File: config.mk
export PLATFORM = sky130hd
export DESIGN_NAME = msgpack_value_skip_validator
export DESIGN_NICKNAME = d
export VERILOG_FILES = /design/src/hw/rtl/mvsv_pkg.sv /design/src/hw/rtl/mvsv_front.sv /design/src/hw/rtl/mvsv_back.sv /design/src/hw/rtl/msgpack_value_skip_validator.sv
export SDC_FILE = /design/constraint.sdc
export NUM_CORES = 2
export LEC_CHECK = 0
export BUFFER_PORTS_ARGS = -buffer_cell sky130_fd_sc_hd__buf_2
export CORE_ASPECT_RATIO = 0.9
export CORE_MARGIN = 3
export CORE_UTILIZATION = 30
export CTS_CLUSTER_DIAMETER = 50
export CTS_CLUSTER_SIZE = 24
export DETAILED_ROUTE_END_ITERATION = 6
export PLACE_DENSITY = 0.41
export SYNTH_ARGS = -nofsm -noshare
export SYNTH_HDL_FRONTEND = slang
export SYNTH_SLANG_ARGS = --single-unit
export TNS_END_PERCENT = 1
File: constraint.sdc
create_clock -name clk -period 10.8 [get_ports clk]
set_input_delay 1.08 -clock clk [delete_from_list [all_inputs] [get_ports clk]]
set_output_delay 1.08 -clock clk [all_outputs]
set_load 0.05 [all_outputs]
File: src/hw/rtl/mvsv_pkg.sv
package mvsv_pkg;

    localparam int MAX_NEST = 64;
    localparam int DEPTH_W  = $clog2(MAX_NEST + 2);
    localparam int ADDR_W   = $clog2(MAX_NEST);
    localparam int CFG_W    = 20;
    localparam int TOP_W    = CFG_W + 1;
    localparam int ACC_W    = 32;
    localparam int PAY_W    = ACC_W + 1;
    localparam logic [CFG_W-1:0] CFG_RESET = 20'd1000000;

    typedef enum logic [2:0] {
        CLS_END,
        CLS_FIXMAP,
        CLS_FIXARR,
        CLS_PAYLOAD,
        CLS_FIELD,
        CLS_BAD
    } cls_t;

    typedef enum logic [1:0] {
        FK_STR,
        FK_EXT,
        FK_ARR,
        FK_MAP
    } fkind_t;

    typedef enum logic [1:0] {
        PH_TYPE,
        PH_FIELD,
        PH_PAYLOAD
    } phase_t;

    typedef enum logic [2:0] {
        ERR_OK,
        ERR_BAD_TYPE,
        ERR_TOO_DEEP,
        ERR_COUNT,
        ERR_TRUNC
    } err_t;

    typedef enum logic {
        ST_RUN,
        ST_POP
    } bstate_t;

    typedef struct packed {
        logic [7:0] data_byte;
        logic       buffer_last;
        cls_t       cls;
        logic [4:0] num;
        fkind_t     fkind;
    } item_t;

endpackage

File: src/hw/rtl/mvsv_front.sv
module mvsv_front
(
    input  logic              clk,
    input  logic              rst_n,
    input  logic              push,
    output logic              full,
    input  logic [7:0]        data_byte,
    input  logic              buffer_last,
    output logic              q_valid,
    output mvsv_pkg::item_t   q_item,
    input  logic              q_pop
);
    import mvsv_pkg::*;

    item_t      dec;
    item_t      slot_reg [2];
    logic       wp_reg, wp_next, rp_reg, rp_next;
    logic [1:0] cnt_reg, cnt_next;
    logic       do_push, do_pop;

    // classify the byte as if it stood in type position
    always_comb
    begin
        dec.data_byte   = data_byte;
        dec.buffer_last = buffer_last;
        dec.cls         = CLS_BAD;
        dec.num         = 5'd0;
        dec.fkind       = FK_STR;
        if (data_byte <= 8'h7f || data_byte >= 8'he0)
        begin
            dec.cls = CLS_END;
        end
        else if (data_byte <= 8'h8f)
        begin
            dec.cls = CLS_FIXMAP;
            dec.num = {1'b0, data_byte[3:0]};
        end
        else if (data_byte <= 8'h9f)
        begin
            dec.cls = CLS_FIXARR;
            dec.num = {1'b0, data_byte[3:0]};
        end
        else if (data_byte <= 8'hbf)
        begin
            dec.cls = CLS_PAYLOAD;
            dec.num = data_byte[4:0];
        end
        else if (data_byte inside {8'hc0, 8'hc2, 8'hc3})
        begin
            dec.cls = CLS_END;
        end
        else if (data_byte inside {8'hc4, 8'hd9, 8'hc5, 8'hda, 8'hc6, 8'hdb})
        begin
            dec.cls = CLS_FIELD;
            dec.num = (data_byte inside {8'hc4, 8'hd9}) ? 5'd1 :
                      (data_byte inside {8'hc5, 8'hda}) ? 5'd2 : 5'd4;
        end
        else if (data_byte inside {[8'hc7:8'hc9]})
        begin
            dec.cls   = CLS_FIELD;
            dec.fkind = FK_EXT;
            dec.num   = (data_byte == 8'hc7) ? 5'd1 : (data_byte == 8'hc8) ? 5'd2 : 5'd4;
        end
        else if (data_byte inside {[8'hdc:8'hdf]})
        begin
            dec.cls   = CLS_FIELD;
            dec.fkind = data_byte[1] ? FK_MAP : FK_ARR;
            dec.num   = data_byte[0] ? 5'd4 : 5'd2;
        end
        else if (data_byte inside {[8'hcc:8'hd8]})
        begin
            dec.cls = CLS_PAYLOAD;
            case (data_byte)
                8'hcc, 8'hd0: dec.num = 5'd1;
                8'hcd, 8'hd1, 8'hd4: dec.num = 5'd2;
                8'hce, 8'hd2: dec.num = 5'd4;
                8'hcf, 8'hd3: dec.num = 5'd8;
                8'hd5: dec.num = 5'd3;
                8'hd6: dec.num = 5'd5;
                8'hd7: dec.num = 5'd9;
                default: dec.num = 5'd17;
            endcase
        end
    end

    assign full    = (cnt_reg == 2'd2);
    assign q_valid = (cnt_reg != 2'd0);
    assign q_item  = slot_reg[rp_reg];
    assign do_push = push && !full;
    assign do_pop  = q_pop && q_valid;

    always_comb
    begin
        wp_next  = do_push ? ~wp_reg : wp_reg;
        rp_next  = do_pop ? ~rp_reg : rp_reg;
        cnt_next = cnt_reg + {1'b0, do_push} - {1'b0, do_pop};
    end

    always_ff @(posedge clk or negedge rst_n)
    begin
        if (!rst_n)
        begin
            wp_reg  <= 1'b0;
            rp_reg  <= 1'b0;
            cnt_reg <= 2'd0;
        end
        else
        begin
            wp_reg  <= wp_next;
            rp_reg  <= rp_next;
            cnt_reg <= cnt_next;
        end
    end

    always_ff @(posedge clk)
    begin
        if (do_push)
        begin
            slot_reg[wp_reg] <= dec;
        end
    end

endmodule

File: src/hw/rtl/mvsv_back.sv
module mvsv_back
(
    input  logic                          clk,
    input  logic                          rst_n,
    input  logic [mvsv_pkg::CFG_W-1:0]    max_count,
    input  logic                          q_valid,
    input  mvsv_pkg::item_t               q_item,
    output logic                          q_pop,
    output logic                          empty,
    input  logic                          pop,
    output logic                          is_type_byte,
    output logic [6:0]                    nest_level,
    output logic                          value_done,
    output logic [2:0]                    error_code
);
    import mvsv_pkg::*;

    logic [TOP_W-1:0]   mem [MAX_NEST];
    logic [TOP_W-1:0]   rd_reg;
    logic               re;
    logic [ADDR_W-1:0]  raddr, waddr;
    logic               we;

    bstate_t            st_reg, st_next;
    phase_t             ph_reg, ph_next;
    fkind_t             fk_reg, fk_next;
    logic [2:0]         bl_reg, bl_next;
    logic [ACC_W-1:0]   acc_reg, acc_next, acc_n;
    logic [PAY_W-1:0]   pl_reg, pl_next, pl_n;
    logic [DEPTH_W-1:0] dep_reg, dep_next, dep_dec;
    logic [TOP_W-1:0]   top_reg, top_next, top_cur;
    err_t               err_reg, err_next;
    logic               last_reg, last_next, at_reg, at_next;

    logic               ov_reg, ov_next;
    logic               o_at_reg, o_done_reg;
    logic [6:0]         o_lvl_reg;
    err_t               o_err_reg;
    logic               o_load, o_at, o_done;
    err_t               o_err;
    logic               out_free;

    logic               op_end, op_open, op_map, op_pay, fin, done;
    logic [ACC_W-1:0]   open_n;
    logic [PAY_W-1:0]   pay_n;

    assign out_free = !ov_reg || pop;
    assign acc_n    = {acc_reg[ACC_W-9:0], q_item.data_byte};
    assign pl_n     = (pl_reg != '0) ? pl_reg - 1'b1 : pl_reg;
    assign dep_dec  = dep_reg - 1'b1;

    always_comb
    begin
        st_next   = st_reg;
        ph_next   = ph_reg;
        fk_next   = fk_reg;
        bl_next   = bl_reg;
        acc_next  = acc_reg;
        pl_next   = pl_reg;
        dep_next  = dep_reg;
        top_next  = top_reg;
        err_next  = err_reg;
        last_next = last_reg;
        at_next   = at_reg;
        q_pop     = 1'b0;
        op_end    = 1'b0;
        op_open   = 1'b0;
        op_map    = 1'b0;
        op_pay    = 1'b0;
        open_n    = '0;
        pay_n     = '0;
        fin       = 1'b0;
        done      = 1'b0;
        top_cur   = top_reg;
        we        = 1'b0;
        waddr     = dep_dec[ADDR_W-1:0];
        re        = 1'b0;
        raddr     = ADDR_W'(dep_reg - 2'd2);

        if (st_reg == ST_RUN && q_valid && out_free)
        begin
            q_pop     = 1'b1;
            fin       = 1'b1;
            last_next = q_item.buffer_last;
            at_next   = (err_reg == ERR_OK) && (ph_reg == PH_TYPE);
            if (err_reg == ERR_OK)
            begin
                case (ph_reg)
                    PH_TYPE:
                    begin
                        if (dep_reg > DEPTH_W'(MAX_NEST))
                        begin
                            err_next = ERR_TOO_DEEP;
                        end
                        else
                        begin
                            case (q_item.cls)
                                CLS_END: op_end = 1'b1;
                                CLS_FIXMAP, CLS_FIXARR:
                                begin
                                    op_open = 1'b1;
                                    op_map  = (q_item.cls == CLS_FIXMAP);
                                    open_n  = ACC_W'(q_item.num);
                                end
                                CLS_PAYLOAD:
                                begin
                                    op_pay = 1'b1;
                                    pay_n  = PAY_W'(q_item.num);
                                end
                                CLS_FIELD:
                                begin
                                    ph_next  = PH_FIELD;
                                    fk_next  = q_item.fkind;
                                    bl_next  = q_item.num[2:0];
                                    acc_next = '0;
                                end
                                default: err_next = ERR_BAD_TYPE;
                            endcase
                        end
                    end
                    PH_FIELD:
                    begin
                        acc_next = acc_n;
                        bl_next  = (bl_reg != 3'd0) ? bl_reg - 3'd1 : bl_reg;
                        if (bl_next == 3'd0)
                        begin
                            case (fk_reg)
                                FK_STR:
                                begin
                                    op_pay = 1'b1;
                                    pay_n  = {1'b0, acc_n};
                                end
                                FK_EXT:
                                begin
                                    op_pay = 1'b1;
                                    pay_n  = {1'b0, acc_n} + 1'b1;
                                end
                                default:
                                begin
                                    if (acc_n > {{(ACC_W-CFG_W){1'b0}}, max_count})
                                    begin
                                        err_next = ERR_COUNT;
                                    end
                                    else
                                    begin
                                        op_open = 1'b1;
                                        op_map  = (fk_reg == FK_MAP);
                                        open_n  = acc_n;
                                    end
                                end
                            endcase
                        end
                    end
                    default:
                    begin
                        pl_next = pl_n;
                        op_end  = (pl_n == '0);
                    end
                endcase
            end
        end
        else if (st_reg == ST_POP && out_free)
        begin
            op_end  = 1'b1;
            top_cur = rd_reg;
            fin     = 1'b1;
        end

        if (op_open && open_n == '0)
        begin
            op_end = 1'b1;
        end
        else if (op_open)
        begin
            we       = (dep_reg != '0);
            top_next = op_map ? {open_n[CFG_W-1:0], 1'b0} : {1'b0, open_n[CFG_W-1:0]};
            dep_next = dep_reg + 1'b1;
            ph_next  = PH_TYPE;
        end
        if (op_pay && pay_n == '0)
        begin
            op_end = 1'b1;
        end
        else if (op_pay)
        begin
            ph_next = PH_PAYLOAD;
            pl_next = pay_n;
        end

        // close one level per pass; a further level needs a stack read
        if (op_end)
        begin
            ph_next = PH_TYPE;
            st_next = ST_RUN;
            if (dep_reg == '0)
            begin
                done = 1'b1;
            end
            else if (top_cur != TOP_W'(1))
            begin
                top_next = top_cur - 1'b1;
            end
            else
            begin
                dep_next = dep_dec;
                if (dep_dec == '0)
                begin
                    done = 1'b1;
                end
                else
                begin
                    re      = 1'b1;
                    st_next = ST_POP;
                    fin     = 1'b0;
                end
            end
        end

        o_load = fin;
        o_at   = at_next;
        o_done = done && (err_next == ERR_OK);
        o_err  = err_next;
        if (fin && last_next)
        begin
            if (err_next == ERR_OK && (ph_next != PH_TYPE || dep_next != '0))
            begin
                o_err = ERR_TRUNC;
            end
            ph_next  = PH_TYPE;
            fk_next  = FK_STR;
            bl_next  = 3'd0;
            acc_next = '0;
            pl_next  = '0;
            err_next = ERR_OK;
        end
        ov_next = o_load ? 1'b1 : (pop ? 1'b0 : ov_reg);
    end

    always_ff @(posedge clk or negedge rst_n)
    begin
        if (!rst_n)
        begin
            st_reg   <= ST_RUN;
            ph_reg   <= PH_TYPE;
            fk_reg   <= FK_STR;
            bl_reg   <= 3'd0;
            acc_reg  <= '0;
            pl_reg   <= '0;
            dep_reg  <= '0;
            err_reg  <= ERR_OK;
            last_reg <= 1'b0;
            at_reg   <= 1'b0;
            ov_reg   <= 1'b0;
        end
        else
        begin
            st_reg   <= st_next;
            ph_reg   <= ph_next;
            fk_reg   <= fk_next;
            bl_reg   <= bl_next;
            acc_reg  <= acc_next;
            pl_reg   <= pl_next;
            dep_reg  <= (fin && last_next) ? '0 : dep_next;
            err_reg  <= err_next;
            last_reg <= last_next;
            at_reg   <= at_next;
            ov_reg   <= ov_next;
        end
    end

    always_ff @(posedge clk)
    begin
        top_reg <= top_next;
        if (o_load)
        begin
            o_at_reg   <= o_at;
            o_lvl_reg  <= 7'(dep_next);
            o_done_reg <= o_done;
            o_err_reg  <= o_err;
        end
    end

    // stack below the top entry
    always_ff @(posedge clk)
    begin
        if (we)
        begin
            mem[waddr] <= top_reg;
        end
        if (re)
        begin
            rd_reg <= mem[raddr];
        end
    end

    assign empty        = !ov_reg;
    assign is_type_byte = o_at_reg;
    assign nest_level   = o_lvl_reg;
    assign value_done   = o_done_reg;
    assign error_code   = o_err_reg;

`ifndef SYNTHESIS
    a_depth_bound: assert property (@(posedge clk) disable iff (!rst_n)
        dep_reg <= DEPTH_W'(MAX_NEST + 1))
        else $error("open depth beyond limit");
    a_pop_depth: assert property (@(posedge clk) disable iff (!rst_n)
        st_reg == ST_POP |-> dep_reg != '0 && err_reg == ERR_OK)
        else $error("unwind with no open level");
    a_no_take_unwind: assert property (@(posedge clk) disable iff (!rst_n)
        st_reg == ST_POP |-> !q_pop)
        else $error("word taken during unwind");
`endif

endmodule

File: src/hw/rtl/msgpack_value_skip_validator.sv
// channel   | handshake             | payload
// ----------+-----------------------+-----------------------------------------------
// input     | push / full           | data_byte, buffer_last
// result    | empty / pop           | is_type_byte, nest_level, value_done, error_code
// config    | cfg_valid / cfg_ready | cfg_data (max_container_count)
//
// one byte per cycle while the result register is free; a byte that closes a level
// and leaves an outer level open waits for one count stack read per such level.
// a two-word queue sits between the decoder and the parser; a one-word result
// register holds each result, and the parser stalls while it is full and not popped.
// rst_n clears all control state; the count stack needs no clearing.
module msgpack_value_skip_validator
(
    input  logic                          clk,
    input  logic                          rst_n,
    input  logic                          push,
    output logic                          full,
    input  logic [7:0]                    data_byte,
    input  logic                          buffer_last,
    output logic                          empty,
    input  logic                          pop,
    output logic                          is_type_byte,
    output logic [6:0]                    nest_level,
    output logic                          value_done,
    output logic [2:0]                    error_code,
    input  logic                          cfg_valid,
    output logic                          cfg_ready,
    input  logic [mvsv_pkg::CFG_W-1:0]    cfg_data
);
    import mvsv_pkg::*;

    logic             q_valid, q_pop;
    item_t            q_item;
    logic [CFG_W-1:0] max_reg;

    assign cfg_ready = 1'b1;

    always_ff @(posedge clk or negedge rst_n)
    begin
        if (!rst_n)
        begin
            max_reg <= CFG_RESET;
        end
        else if (cfg_valid && cfg_ready)
        begin
            max_reg <= cfg_data;
        end
    end

    mvsv_front u_front
    (
        .clk         (clk),
        .rst_n       (rst_n),
        .push        (push),
        .full        (full),
        .data_byte   (data_byte),
        .buffer_last (buffer_last),
        .q_valid     (q_valid),
        .q_item      (q_item),
        .q_pop       (q_pop)
    );

    mvsv_back u_back
    (
        .clk          (clk),
        .rst_n        (rst_n),
        .max_count    (max_reg),
        .q_valid      (q_valid),
        .q_item       (q_item),
        .q_pop        (q_pop),
        .empty        (empty),
        .pop          (pop),
        .is_type_byte (is_type_byte),
        .nest_level   (nest_level),
        .value_done   (value_done),
        .error_code   (error_code)
    );

endmodule

==> results.py <==
metrics = {
    "pwr": {
        "leakage_nw": 24.3,
        "power.density_mw_per_mm2": 211,
        "ir_drop_mv": 0.178,
    },
    "clock_tree": {
        "hold_buffers": 0,
        "cts_setup_buffers": 0,
        "cts.clk_slew.worst_paths_ns": 0.07,
        "htreeDepth": 4,
        "numCtsBuffers": 170,
        "clockBufferDepth": 3,
        "cts.sinks": 1538,
        "cts-resized-gates": 0,
        "cts_tree": "done",
        "insertion_delay_ns": 0.83,
        "ctsRootBufferMaster": "clkbuf_16",
    },
    "drt": {
        "routed_wl_um": 193000,
        "dr.pass1.iters": 7,
        "viasPerCell": 5.13,
        "drc": 0,
        "wl_per_cell_um": 28.9,
        "dr.first_iter.drc_count": 3474,
        "antenna_left": 0,
        "routed-via-count": 34139,
    },
    "finish": {
        "finish.utilization_pct": 35.1,
        "drive_gt1_share_pct": 26.1,
        "ff_latch_area_mm2": 0.0455,
        "syn_to_final_growth_pct": 15.8,
        "nets": 3733,
        "fin_area_mm2": 0.0745,
        "multi_input_area_mm2": 0.0182,
        "fillers": 19934,
        "largest_register_ff_count": 1344,
    },
    "floorplan": {
        "dieHeight_um": 445,
        "core_mm2": 0.212,
        "io_pins": 49,
        "num_rows": 160,
        "die_area_mm2": 0.220,
        "start_util_pct": 30.3,
        "die_w_um": 494,
    },
    "timing": {
        "clock.fmax_mhz": 164,
        "finalSetupViolCount": 0,
        "rsz0062_at_grt": "no",
        "finalHoldViolations": 0,
        "clock_skew_ns": 0.0580,
        "period_needed_ns": 6.11,
        "fin_setup_tns_ns": 0,
        "setup_ws_ns": 4.69,
        "slew_violations": 0,
        "finalCritPeriodShare_pct": 56.5,
        "relSlewSlack_pct": 24.9,
        "worst-slew-pin-transition_ns": 1.13,
    },
    "global_routing": {
        "grt_usage_pct": 17.4,
        "overflow": 0,
        "grt_pass1_wl_um": 273000,
        "grt_start_max_net_pins": 111,
        "grt_pass1_vias": 33630,
        "antenna_found_initial": 34,
    },
    "worst_setup_path": {
        "critPathArrivalTime_ns": 6.64,
        "startpoint_type": "flop",
        "cp_top_family": "compound AO/OA/AOI/OAI gates",
        "cp_max_fo": 59,
        "cp_cell_sequence": "mux2i_1 > inv_2 > ha_1 > and2_1 > o211ai_1 > nor3_1 > or4b_1 > a2111oi_0 > o211a_1 > nand4_1 > a211o_1 > o21a_2 > buf_4 > a31oi_1 > a41oi_1",
        "crit_buf_inv": 2,
        "cpMaxStageDelayCell": "dfrtp_2",
        "end_kind": "flop",
        "required_ns": 11.34,
        "max_stage_delay_ns": 0.97,
        "critPathKind": "flop to flop",
    },
    "flow_run": {
        "drv_cap": 0,
    },
    "synthesis": {
        "synth_edf_count": 1415,
        "syn_inst": 3564,
        "syn_nets": 3633,
        "synth-compound-area-share_pct": 3.89,
        "synth_top_area_share_pct": 66.1,
        "async_flop_share_pct": 6.63,
        "synth.area.top_cells": "edfxtp_1, mux4_2, dfrtp_1, nor2_1, mux2i_1",
        "synth_top_family_by_area": "multiplexers",
        "post-synth-top-area-cell": "edfxtp_1",
        "synth_most_common_cell": "edfxtp_1",
        "synth_common_cells": "edfxtp_1, mux4_2, nor2_1",
        "synthMuxAreaShare_pct": 15.9,
        "synth_area_per_cell_um2": 18.0,
        "synth-seq-area-share_pct": 70.7,
        "synth_area_mm2": 0.0643,
        "yosys.area_share.simple_pct": 5.73,
        "synth_flop_cell": "edfxtp_1",
        "synthAdderAreaFrac_pct": 0.697,
        "yosys.cell_types.count": 93,
        "ys_ff_latch": 1538,
        "synth_warnings": 0,
        "synth_xor_area_share_pct": 1.38,
    },
    "placement": {
        "post_dp_cell_area_mm2": 0.0684,
        "gp_congestion": 0.869,
        "portBuffers": 47,
        "hpwl_um": 119000,
        "pre_cts_ws_ns": 4.63,
    },
    "worst_hold_path": {
        "hold_path_class": "input pin to async pin",
    },
    "outcome": {
        "outcome": "finished, final reports clean",
    },
}
## metal layers
layer  vias up  wire [um]  GRT usage [%]
met5         -          0              0
met4         0       4000           4.07
met3       224      10200           2.66
met2       965      83200           24.8
met1     18222      95200           27.5
li1      14728          -              -
## cells by family (layout without fill, tap and decap cells)
family          after synthesis  in the layout
fa+ha+maj                    36             36
other cells                   1             12
buf+inv                     268            518
compound gates              380            380
mux                         497            497
xor+xnor                    101            101
flops                      1538           1538
simple gates                743            743
## where the power goes
part	total (W)	internal (W)	switching (W)
registers	0.00708	0.00687	0.000208
logic	0.00256	0.000730	0.00183
clock network	0.00611	0.00336	0.00275
## worst register-to-register path, delay by kind of cell, from the launching register on
family          cells  cell delay, ns
simple gates        4            1.17
compound gates      7            2.15
buf+inv             2            0.51
fa+ha+maj           1            0.30
flops               1            0.97
mux                 1            0.72
## per-stage QoR
step / hold WS, ns / std cells / power (W)
6_report: 0.211 / 6660 / 0.0157
5_1_grt: 0.200 / 6651 / 0.0164
4_1_cts: 0.174 / 6649 / 0.0159
3_5_place_dp: 0.493 / 6327 / 0.00977
3_3_place_gp: 0.493 / 6327 / 0.00978
2_1_floorplan: 0.461 / 3564 / 0.00877
## worst paths after layout
check / startpoint / end / slack [ns] / depth (start not counted)
max: u_front.rp_reg / u_back.error_code[2] / 4.69 / 15
min: rst_n / max_reg[0] / 0.21 / 1
max reg2reg: u_front.rp_reg / u_back.error_code[2] / 4.69 / 15
min reg2reg: u_front.cnt_reg[1] / u_front.cnt_reg[1] / 0.50 / 1
max in group asynchronous: rst_n / u_front.rp_reg / 9.21 / 2
min in group clk: cfg_data[17] / max_reg[17] / 0.47 / 3
## placed cells by master (no fill, tap or decap), types with 56 or more instances in the layout
| cell | instances |
|---|---|
| buf_4 | 84 |
| o21ai_0 | 70 |
| nand2_1 | 155 |
| a21oi_1 | 106 |
| dfrtp_1 | 92 |
| mux2i_1 | 70 |
| inv_1 | 61 |
| mux4_2 | 420 |
| clkbuf_16 | 170 |
| nand3_1 | 59 |
| nor3_1 | 56 |
| edfxtp_1 | 1415 |
| xnor2_1 | 59 |
| nor2_1 | 179 |
## layout make-up
type / instances / share of cell area [%]
well taps: 2835 / 4.76
flip-flops and latches: 1538 / 61.1
multi-input cells: 1758 / 24.5
repair buffers: 133 / 1.24
inverters: 63 / 0.318
diodes: 11 / 0.0370
clock buffers: 185 / 5.83
clock inverters: 137 / 2.23
Power figures use the tool's default switching activity.
